$ cat src/rtl/u8sd_pkg.sv
// Package for the UTF-8 stream decoder: field widths, code point constants
// and the result record shared by the core and the top level.
// Depends on nothing.
`default_nettype none

package u8sd_pkg;

	localparam int BYTE_W = 8;
	localparam int CP_W   = 21;
	localparam int PEND_W = 3;

	localparam logic [CP_W-1:0] REPL_CP = 21'h00FFFD;
	localparam logic [CP_W-1:0] MAX_CP  = 21'h10FFFF;

	localparam logic [BYTE_W-1:0] MIN_LEAD2 = 8'hC2;
	localparam logic [BYTE_W-1:0] MAX_LEAD4 = 8'hF4;

	typedef struct packed {
		logic [CP_W-1:0] code_point;
		logic            replaced;
		logic            last;
		logic            string_valid;
	} result_t;

endpackage

`default_nettype wire

$ cat src/rtl/u8sd_byte_if.sv
// Channel carrying one UTF-8 byte per request with its end-of-string mark.
// Depends on u8sd_pkg.
`default_nettype none

interface u8sd_byte_if;
	logic                          valid;
	logic                          ready;
	logic [u8sd_pkg::BYTE_W-1:0]   byte_in;
	logic                          end_of_string;

	modport source (output valid, output byte_in, output end_of_string, input ready);
	modport sink (input valid, input byte_in, input end_of_string, output ready);
endinterface

`default_nettype wire

$ cat src/rtl/u8sd_cp_if.sv
// Channel carrying one decoded code point per request with its status flags.
// Depends on u8sd_pkg.
`default_nettype none

interface u8sd_cp_if;
	logic                        valid;
	logic                        ready;
	logic [u8sd_pkg::CP_W-1:0]   code_point;
	logic                        replaced;
	logic                        last;
	logic                        string_valid;

	modport source (output valid, output code_point, output replaced, output last,
		output string_valid, input ready);
	modport sink (input valid, input code_point, input replaced, input last,
		input string_valid, output ready);
endinterface

`default_nettype wire

$ cat src/rtl/u8sd_core.sv
// Decoder state (pending count, accumulator, character and string flags) and
// the single-pass decode of one byte into at most one result.
// Depends on u8sd_pkg.
`default_nettype none

module u8sd_core (
	input  wire logic                          clk,
	input  wire logic                          arst_n,
	input  wire logic                          step,
	input  wire logic [u8sd_pkg::BYTE_W-1:0]   byte_in,
	input  wire logic                          end_of_string,
	output      logic                          res_valid,
	output      u8sd_pkg::result_t             res
);
	import u8sd_pkg::*;

	logic [PEND_W-1:0] pend_q, pend_d;
	logic [CP_W-1:0]   acc_q, acc_d;
	logic              char_ok_q, char_ok_d;
	logic              stream_ok_q, stream_ok_d;
	logic              emit;
	logic [CP_W-1:0]   cp;
	logic              repl;
	logic              is_cont;

	assign is_cont = (byte_in[7:6] == 2'b10);

	always_comb begin
		pend_d      = pend_q;
		acc_d       = acc_q;
		char_ok_d   = char_ok_q;
		stream_ok_d = stream_ok_q;
		emit        = 1'b0;
		cp          = REPL_CP;
		repl        = 1'b1;

		if (pend_q != '0) begin
			if (is_cont) begin
				acc_d = {acc_q[CP_W-7:0], byte_in[5:0]};
			end else begin
				char_ok_d   = 1'b0;
				stream_ok_d = 1'b0;
			end
			pend_d = pend_q - 1'b1;
			if (pend_d == '0) begin
				emit = 1'b1;
				if (char_ok_d && (acc_d <= MAX_CP)) begin
					cp   = acc_d;
					repl = 1'b0;
				end
			end
		end else begin
			priority if (byte_in[7] == 1'b0) begin
				emit = 1'b1;
				cp   = {{(CP_W-BYTE_W){1'b0}}, byte_in};
				repl = 1'b0;
			end else if (byte_in[7:5] == 3'b110) begin
				char_ok_d   = (byte_in >= MIN_LEAD2);
				stream_ok_d = stream_ok_q && char_ok_d;
				acc_d       = {{(CP_W-5){1'b0}}, byte_in[4:0]};
				pend_d      = 3'd1;
			end else if (byte_in[7:4] == 4'b1110) begin
				char_ok_d = 1'b1;
				acc_d     = {{(CP_W-4){1'b0}}, byte_in[3:0]};
				pend_d    = 3'd2;
			end else if (byte_in[7:3] == 5'b11110) begin
				char_ok_d   = (byte_in <= MAX_LEAD4);
				stream_ok_d = stream_ok_q && char_ok_d;
				acc_d       = {{(CP_W-3){1'b0}}, byte_in[2:0]};
				pend_d      = 3'd3;
			end else if (byte_in[7:2] == 6'b111110) begin
				char_ok_d   = 1'b0;
				stream_ok_d = 1'b0;
				acc_d       = {{(CP_W-2){1'b0}}, byte_in[1:0]};
				pend_d      = 3'd4;
			end else if (byte_in[7:1] == 7'b1111110) begin
				char_ok_d   = 1'b0;
				stream_ok_d = 1'b0;
				acc_d       = {{(CP_W-1){1'b0}}, byte_in[0]};
				pend_d      = 3'd5;
			end else begin
				stream_ok_d = 1'b0;
				emit        = 1'b1;
			end
		end

		res.last         = end_of_string;
		res.string_valid = 1'b0;
		if (end_of_string) begin
			if (pend_d != '0) begin
				stream_ok_d = 1'b0;
				emit        = 1'b1;
				cp          = REPL_CP;
				repl        = 1'b1;
			end
			res.string_valid = stream_ok_d;
			pend_d      = '0;
			acc_d       = '0;
			char_ok_d   = 1'b0;
			stream_ok_d = 1'b1;
		end

		res.code_point = cp;
		res.replaced   = repl;
		res_valid      = emit;
	end

	always_ff @(posedge clk or negedge arst_n) begin
		if (!arst_n) begin
			pend_q      <= '0;
			acc_q       <= '0;
			char_ok_q   <= 1'b0;
			stream_ok_q <= 1'b1;
		end else if (step) begin
			pend_q      <= pend_d;
			acc_q       <= acc_d;
			char_ok_q   <= char_ok_d;
			stream_ok_q <= stream_ok_d;
		end
	end

endmodule

`default_nettype wire

$ cat src/rtl/utf8_stream_decoder_unit.sv
// UTF-8 stream decoder top level: input register, decode core, result register.
// A result is registered when the core steps the byte held in the input register.
// Throughput: one byte per cycle while the output is not stalled.
// A byte is taken while a result waits, unless a stall holds the input register.
// Reset clears the pipeline valid flags and the decode state; the string flag
// starts valid. Depends on u8sd_pkg, u8sd_byte_if, u8sd_cp_if and u8sd_core.
`default_nettype none

module utf8_stream_decoder_unit (
	input  wire logic   clk,
	input  wire logic   arst_n,
	u8sd_byte_if.sink   byte_stream,
	u8sd_cp_if.source   code_points
);
	import u8sd_pkg::*;

	logic              valid_s1;
	logic [BYTE_W-1:0] byte_s1;
	logic              eos_s1;
	logic              valid_s2;
	result_t           res_s2;
	logic              adv;
	logic              core_valid;
	result_t           core_res;

	assign adv               = valid_s1 && (!valid_s2 || code_points.ready);
	assign byte_stream.ready = !valid_s1 || adv;

	always_ff @(posedge clk or negedge arst_n) begin
		if (!arst_n) begin
			valid_s1 <= 1'b0;
		end else if (byte_stream.ready) begin
			valid_s1 <= byte_stream.valid;
		end
	end

	always_ff @(posedge clk) begin
		if (byte_stream.valid && byte_stream.ready) begin
			byte_s1 <= byte_stream.byte_in;
			eos_s1  <= byte_stream.end_of_string;
		end
	end

	u8sd_core u_core (
		.clk           (clk),
		.arst_n        (arst_n),
		.step          (adv),
		.byte_in       (byte_s1),
		.end_of_string (eos_s1),
		.res_valid     (core_valid),
		.res           (core_res)
	);

	always_ff @(posedge clk or negedge arst_n) begin
		if (!arst_n) begin
			valid_s2 <= 1'b0;
		end else if (adv) begin
			valid_s2 <= core_valid;
		end else if (code_points.ready) begin
			valid_s2 <= 1'b0;
		end
	end

	always_ff @(posedge clk) begin
		if (adv && core_valid) begin
			res_s2 <= core_res;
		end
	end

	assign code_points.valid        = valid_s2;
	assign code_points.code_point   = res_s2.code_point;
	assign code_points.replaced     = res_s2.replaced;
	assign code_points.last         = res_s2.last;
	assign code_points.string_valid = res_s2.string_valid;

endmodule

`default_nettype wire

$ cat src/flat_wrapper.sv
// flat-port wrapper written by rule: the top's interface ports become plain ports
module utf8_stream_decoder_unit_flat import u8sd_pkg::*;
  (clk, arst_n, byte_stream_valid, byte_stream_byte_in, byte_stream_end_of_string, byte_stream_ready, code_points_valid, code_points_code_point, code_points_replaced, code_points_last, code_points_string_valid, code_points_ready);
  u8sd_byte_if byte_stream_i ();
  u8sd_cp_if code_points_i ();
  input  wire logic clk;
  input  wire logic arst_n;
  input wire logic [$bits(byte_stream_i.valid)-1:0] byte_stream_valid;
  input wire logic [$bits(byte_stream_i.byte_in)-1:0] byte_stream_byte_in;
  input wire logic [$bits(byte_stream_i.end_of_string)-1:0] byte_stream_end_of_string;
  output wire logic [$bits(byte_stream_i.ready)-1:0] byte_stream_ready;
  output wire logic [$bits(code_points_i.valid)-1:0] code_points_valid;
  output wire logic [$bits(code_points_i.code_point)-1:0] code_points_code_point;
  output wire logic [$bits(code_points_i.replaced)-1:0] code_points_replaced;
  output wire logic [$bits(code_points_i.last)-1:0] code_points_last;
  output wire logic [$bits(code_points_i.string_valid)-1:0] code_points_string_valid;
  input wire logic [$bits(code_points_i.ready)-1:0] code_points_ready;
  assign byte_stream_i.valid = byte_stream_valid;
  assign byte_stream_i.byte_in = byte_stream_byte_in;
  assign byte_stream_i.end_of_string = byte_stream_end_of_string;
  assign byte_stream_ready = byte_stream_i.ready;
  assign code_points_valid = code_points_i.valid;
  assign code_points_code_point = code_points_i.code_point;
  assign code_points_replaced = code_points_i.replaced;
  assign code_points_last = code_points_i.last;
  assign code_points_string_valid = code_points_i.string_valid;
  assign code_points_i.ready = code_points_ready;
  utf8_stream_decoder_unit u_core (.clk(clk), .arst_n(arst_n), .byte_stream(byte_stream_i), .code_points(code_points_i));
endmodule
$ cat config.mk
export PLATFORM = sky130hd
export DESIGN_NAME = utf8_stream_decoder_unit_flat
export DESIGN_NICKNAME = d
export VERILOG_FILES = /design/src/rtl/u8sd_pkg.sv /design/src/rtl/u8sd_byte_if.sv /design/src/rtl/u8sd_cp_if.sv /design/src/rtl/u8sd_core.sv /design/src/rtl/utf8_stream_decoder_unit.sv /design/src/flat_wrapper.sv
export SDC_FILE = /design/constraint.sdc
export NUM_CORES = 1
export LEC_CHECK = 0
export ABC_AREA = 1
export BUFFER_PORTS_ARGS = -buffer_cell sky130_fd_sc_hd__buf_2
export CAP_MARGIN = 0
export CELL_PAD_IN_SITES_DETAIL_PLACEMENT = 1
export CELL_PAD_IN_SITES_GLOBAL_PLACEMENT = 1
export CORE_MARGIN = 5
export CORE_UTILIZATION = 25
export DETAILED_ROUTE_END_ITERATION = 12
export GPL_ROUTABILITY_DRIVEN = 0
export GPL_TIMING_DRIVEN = 0
export PLACE_DENSITY = 0.58
export RECOVER_POWER = 50
export SETUP_SLACK_MARGIN = 0.02
export SLEW_MARGIN = 20
export SYNTH_ARGS = -nofsm -noshare
export SYNTH_HDL_FRONTEND = slang
export SYNTH_SLANG_ARGS = --single-unit
$ cat constraint.sdc
create_clock -name clk -period 2.4 [get_ports clk]
set_input_delay 0.36 -clock clk [delete_from_list [all_inputs] [get_ports clk]]
set_output_delay 0.36 -clock clk [all_outputs]
set_load 0.1 [all_outputs]
==> out/results.txt, run 1 <==
Global-route wire length before repair = 14300 um
Worst R2R Start = u_core.u_core.pend_q[0]$_DFFE_PN0P_
Remaining antenna violation count = 0
GRT Total Usage = 12.6%
Share of cells above drive strength 1 = 18.0%
Antenna violations before repair = 0
DRT iter0 DRCs = 128
Delay-heaviest family, CP = simple AND/OR/NAND/NOR gates
Post-synthesis cell type count = 31
First-pass iteration count of the detailed router = 4
Worst rel slew slack = -14.6%
Fillers = 1411
Clock slew at reported path FFs = 60 ps
Die height = 120 um
Vias = 2499
Synthesized area = 3030 um^2
Core area = 12000 um^2
H-tree levels = 3
Tmin final = 2190 ps
Crit path DAT = 2280 ps
Worst hold start = byte_stream_byte_in[1]
Sequential share of the synthesized area = 55.8%
Largest net degree at the start of global routing = 29
CP Launch Type = register
Register area = 1690 um^2
Crit-path cells = inv_2 > ha_2 > nand2_4 > inv_4 > or2_0 > nand2_1 > nor2_1 > nand2_2 > nand2_4 > nand2_1 > nand2_2 > clkinvlp_4 > buf_12
R2r setup slk = 210 ps
Leading area contributor after synthesis = edfxtp_1
Crit-path max cell delay = 400 ps
Status = finished, violations left
Sum of buffers and inverters on the critical path = 4
CP max stage cell = dfrtp_1
Worst-Margin Slew = 1720 ps
Worst hold slack = 210 ps
Area Overhead vs Synth = 24.4%
Vias per cell = 4.62
CTS Sinks = 61
Starting Density = 25.3%
Number of clock buffers inserted by TritonCTS = 9
# IOs = 39
Violated checks = max-capacitance violations, max-slew violations
EDFF count, synth = 33
Share of the synthesized area in the top cell type = 32.7%
Mapped Cells = 334
Crit share post-route = 91.4%
Min-delay worst type = in2reg
Post-Synthesis Net Count = 350
Setup crit end kind = register
# nets final = 405
HPWL Detailed = 6160 um
Yosys reg bits = 61
Critical Path RT = 2490 ps
Top_reg_cell synth = edfxtp_1
DRC Markers = 0
Buffers on Ports = 38
Worst Clk Skew = 4.45 ps
Final hold violation count = 0
Max frequency = 456 MHz
Area contributors post-synth = edfxtp_1 33%, dfrtp_1 22%, nand2_1 8.2%
Setup-failing EPs final = 0
Aggregate routed wire length = 8540 um
Vias in the first global route = 2738
RSZ-0062 raised after global routing = no
CTS tree = built
FFs w/ async S/R, synth = 45.9%
WS Path Type = reg2reg
Grt total ovfl = 0
Worst skew pair latency = 320 ps
Ys Warns = 0
Max-Cap Viols = 1
Die Span X = 120 um
Max Fanout on Critical Path = 12
CTS Buffer Depth = 2
Num rows = 40
Slew Limit Fails = 29
Setup crit start = u_core.u_core.pend_q[0]$_DFFE_PN0P_
Clock Tree Root = clkbuf_16
Routed len/inst = 15.8 um
Syn avg cell area = 9.08 um^2
ANT cells = 0
Multi-input gate area = 1140 um^2
Die area = 14400 um^2
-- per-layer routing --
metal / vias up / part of all wire [%] / GRT usage [%] / wire length [um]
met2: 43 / 49 / 21.6 / 4200
li1: 1247 / - / - / -
met4: 0 / 1.1 / 3.65 / 95
met5: - / 0 / 0 / 0
met3: 8 / 4.0 / 3.25 / 338
met1: 1201 / 46 / 15.8 / 3910
-- cells by family after synthesis --
group	share of synthesized area [%]
AOI/OAI and AO/OA	15.8
and+or+nand+nor	19.6
buffers and inverters	7.18
adders and majority gates	1.24
xor gates and xnor gates	0.289
DFF	55.8
-- registers in the layout, indices dropped and copies added (netlist names) --
name / flops
u_core.u_core.stream_ok_q: 1
u_core.code_points.string_valid: 1
u_core.code_points.code_point: 21
u_core.valid_s1: 1
u_core.u_core.pend_q: 3
u_core.byte_s1: 8
u_core.code_points.valid: 1
u_core.u_core.acc_q: 21
u_core.eos_s1: 1
u_core.code_points.last: 1
u_core.code_points.replaced: 1
u_core.u_core.char_ok_q: 1
-- worst reg2reg max path, cell delays in order, from the launching register on --
cell and delay, ps:
dfrtp_1 400, inv_2 80, ha_2 190, nand2_4 100
inv_4 130, or2_0 120, nand2_1 60, nor2_1 120
nand2_2 100, nand2_4 130, nand2_1 80, nand2_2 150
clkinvlp_4 130, buf_12 160
-- Yosys cell counts, types with 4 or more instances --
cell	n
nor2_1	20
nand2_1	66
clkbuf_1	4
inv_2	7
dfrtp_1	27
o22ai_1	12
edfxtp_1	33
nand2_2	5
nand3_1	16
o21ai_0	48
a21oi_1	27
nand4_1	5
inv_1	32
-- area by class of cell --
cell class                 instances  share of cell area, %
buffer                            13                   1.89
clock buffer                      10                   6.07
clock inverter                     6                   2.29
inverter                          39                   4.05
multi-input combinational        221                   30.2
sequential                        61                   44.9
tap                              147                   4.88
timing repair buffer              43                   5.54
timing repair inverter             1                  0.199
-- cells in the final DEF, fill, tap and decap left out, drive strengths merged, types with 5 or more instances in the layout --
| master | Yosys | layout |
|---|---|---|
| nand2 | 73 | 73 |
| o21ai | 50 | 50 |
| clkbuf | 4 | 39 |
| inv | 39 | 39 |
| edfxtp | 33 | 33 |
| a21oi | 27 | 27 |
| dfrtp | 27 | 27 |
| buf | 9 | 27 |
| nor2 | 25 | 25 |
| nand3 | 18 | 18 |
| o22ai | 12 | 12 |
| nand4 | 5 | 5 |
-- metrics by stage --
stage / cells / util [%] / setup WS [ps] / instance area, um^2 / TNS (ps)
after floorplan: 334 / - / 23.4 / 3040 / 0
after global placement: 519 / 28.5 / -516 / 3410 / -12300
after detailed placement: 519 / 28.5 / -558 / 3410 / -13300
after CTS: 540 / 31.6 / 32.2 / 3780 / 0
after global routing: 541 / 31.5 / 31.3 / 3770 / 0
final: 541 / 31.5 / 207 / 3770 / 0
-- final timing paths --
| path | endpoint | depth (start not counted) |
|---|---|---|
| worst max-delay path | u_core.code_points.replaced$_DFFE_PP_ | 13 |
| worst max register to register | u_core.code_points.replaced$_DFFE_PP_ | 13 |
| min in group asynchronous | u_core.u_core.pend_q[1]$_DFFE_PN0P_ | 1 |
| max in group asynchronous | u_core.u_core.acc_q[5]$_DFFE_PN0P_ | 1 |
| worst min register to register | u_core.u_core.char_ok_q$_DFFE_PN0P_ | 2 |
| worst min-delay path | u_core.byte_s1[1]$_DFFE_PP_ | 1 |
-- timing repair --
item | CTS | global route
hold buffers | 0 | 0
endpoints found under the setup margin | 24 | 25
resized for setup | 4 | 7
setup buffers | 4 | 1
pin swaps | 1 | 0
gates cloned | 1 | 0
Power of run 1 is not shown: default switching activity piles up to over one toggle a cycle in this logic, so the estimate is an artifact.
==> run 2, diff against run 1 <==
--- a/config.mk
+++ b/config.mk
@@ -12,8 +12,9 @@
 export CELL_PAD_IN_SITES_GLOBAL_PLACEMENT = 1
 export CORE_MARGIN = 5
 export CORE_UTILIZATION = 25
+export CTS_BUF_LIST = sky130_fd_sc_hd__clkbuf_8
+export CTS_CLUSTER_DIAMETER = 60
 export DETAILED_ROUTE_END_ITERATION = 12
-export GPL_ROUTABILITY_DRIVEN = 0
 export GPL_TIMING_DRIVEN = 0
 export PLACE_DENSITY = 0.58
 export RECOVER_POWER = 50
==> run 2 against run 1 <==
The flow still finishes with violations (max-capacitance violations, max-slew violations). Core utilization down 0.87 points. Sequential cell count unchanged. Clock skew grew 3.9 ps. Final area shrank 2.8%. Register-to-register slack about the same. Worst setup slack better by 4.6 ps. Cell count shrank 0.18%. Non-clock buffer count fell by 1. Die area did not move. Global-route usage hardly changed. Wire length grew 0.92%. Sequential share of layout area grew 1.3 points. Critical path type unchanged. Critical endpoint is now u_core.code_points.last$_DFFE_PP_. Largest cell class unchanged.
==> out/results.txt, run 2 (synthesis gave the netlist of run 1 again) <==
Status = finished, violations left
Violated checks = max-capacitance violations, max-slew violations
Number of clock buffers inserted by TritonCTS = 9 (unchanged)
Crit path DAT = 2290 ps (about the same)
Max Fanout on Critical Path = 8 (-4)
Vias per cell = 4.64 (+0.47%)
Min-delay worst type = in2reg
Share of cells above drive strength 1 = 17.8% (-0.21 points)
CTS tree = built
GRT Total Usage = 12.6% (about the same)
Vias in the first global route = 2740 (+0.073%)
Max-Cap Viols = 1 (unchanged)
Die height = 120 um (unchanged)
Most frequent cells in the layout = 63 x nand2_1, 48 x o21ai_0, 33 x edfxtp_1, 30 x inv_1, 29 x clkbuf_1
Clock slew at reported path FFs = 80 ps (+20 ps)
Total placed cells including tap cells = 519 (unchanged)
# nets final = 404 (-0.25%)
Antenna violations before repair = 0 (unchanged)
Starting Density = 25.3% (unchanged)
Global-route wire length before repair = 14300 um (-0.19%)
Routed len/inst = 16.0 um (+1.1%)
Worst Clk Skew = 8.39 ps (+3.94 ps)
DRT iter0 DRCs = 130 (+1.6%)
Final hold violation count = 0 (unchanged)
Critical Path RT = 2500 ps (about the same)
Setup-failing EPs final = 0 (unchanged)
DRC Markers = 0 (unchanged)
Buffers on Ports = 38 (unchanged)
Sum of buffers and inverters on the critical path = 4 (unchanged)
Crit-path cells = inv_2 > ha_2 > nand2_4 > inv_4 > or2_0 > nand2_1 > nor2_1 > nand2_2 > nand2_4 > nand2_2 > nand2_4 > clkinvlp_4 > buf_4
Worst hold slack = 189 ps (-20.6 ps)
Die area = 14400 um^2 (unchanged)
Die Span X = 120 um (unchanged)
Most used cell, CP = nand2_4
Max frequency = 457 MHz (+0.21%)
Slew Limit Fails = 29 (unchanged)
Tmin final = 2190 ps (-4.55 ps)
Setup crit end kind = register
CP max stage cell = dfrtp_1
WS Path Type = reg2reg
Remaining antenna violation count = 0 (unchanged)
Crit share post-route = 91.2% (-0.19 points)
Dpl cell area = 3410 um^2 (unchanged)
Aggregate routed wire length = 8620 um (+0.92%)
Area Overhead vs Synth = 21.0%
CTS Sinks = 61 (unchanged)
Delay-heaviest family, CP = simple AND/OR/NAND/NOR gates
RSZ-0062 raised after global routing = no
Clock Tree Root = clkbuf_8
Largest net degree at the start of global routing = 29 (unchanged)
Grt total ovfl = 0 (unchanged)
Num rows = 40 (unchanged)
Worst rel slew slack = -12.7% (+1.9 points)
# IOs = 39 (unchanged)
ANT cells = 0 (unchanged)
Non-Filler Instances = 540 (-0.18%)
Crit-path max cell delay = 410 ps (about the same)
HPWL Detailed = 6160 um (unchanged)
CP Launch Type = register
First-pass iteration count of the detailed router = 4 (unchanged)
Worst skew pair latency = 340 ps (+20 ps)
Worst-Margin Slew = 1690 ps (-28.0 ps)
CTS Buffer Depth = 2 (unchanged)
Fin area = 3670 um^2 (-2.8%)
RePlAce Congestion = 0.852
H-tree levels = 3 (unchanged)
Vias = 2506 (+0.28%)
Core area = 12000 um^2 (unchanged)
Commonest non-fill, non-tap cell in the layout = nand2_1
==> run 2: cell count changes in the layout (fill, tap and decap cells not counted), sizes merged <==
cell | previous run | this run
inv | 39 | 40
clkbuf | 39 | 38
buf | 27 | 26
==> run 2: timing repair <==
item,in CTS,in global routing
resized for setup,5,7
hold buffers,0,0
setup endpoints to repair,24,26
cloned,1,0
pin swaps,1,0
setup buffers,4,0
==> run 2: layer usage <==
metal,share of wire [%],track usage (%)
met3,3.9,3.16
met5,0,0
met4,1.4,3.87
met2,49,21.4
met1,45,15.8
==> run 2: path summary, 6_finish.rpt <==
path / start / end / slack (ps) / cells past startpoint
setup / recovery: u_core.u_core.pend_q[0]$_DFFE_PN0P_ / u_core.code_points.last$_DFFE_PP_ / 210 / 13
max in group asynchronous: arst_n / u_core.u_core.acc_q[0]$_DFFE_PN0P_ / 970 / 1
setup reg to reg: u_core.u_core.pend_q[0]$_DFFE_PN0P_ / u_core.code_points.last$_DFFE_PP_ / 210 / 13
min in group asynchronous: arst_n / u_core.u_core.pend_q[1]$_DFFE_PN0P_ / 450 / 1
hold reg to reg: u_core.u_core.char_ok_q$_DFFE_PN0P_ / u_core.u_core.char_ok_q$_DFFE_PN0P_ / 490 / 2
hold / removal: byte_stream_byte_in[1] / u_core.byte_s1[1]$_DFFE_PP_ / 190 / 1
==> run 2: per-stage QoR <==
stage | util (%) | setup TNS (ps) | setup slack (ps)
floorplan | - | 0 | 23.4
global placement | 28.5 | -12300 | -516
detailed placement | 28.5 | -13300 | -558
CTS | 30.8 | 0 | 34.6
global route | 30.7 | 0 | 28.3
finish | 30.7 | 0 | 212
==> run 2: layout make-up <==
| cell class | instances | area (um^2) |
|---|---|---|
| tap | 147 | 184 |
| clock buffer | 9 | 124 |
| fill | 1418 | 8290 |
| clock inverter | 7 | 90.1 |
| buffer | 13 | 71.3 |
| timing repair inverter | 1 | 7.51 |
| sequential | 61 | 1690 |
| inverter | 39 | 153 |
| multi-input combinational | 221 | 1140 |
| timing repair buffer | 42 | 201 |
Power of run 2 is left out for the same reason.
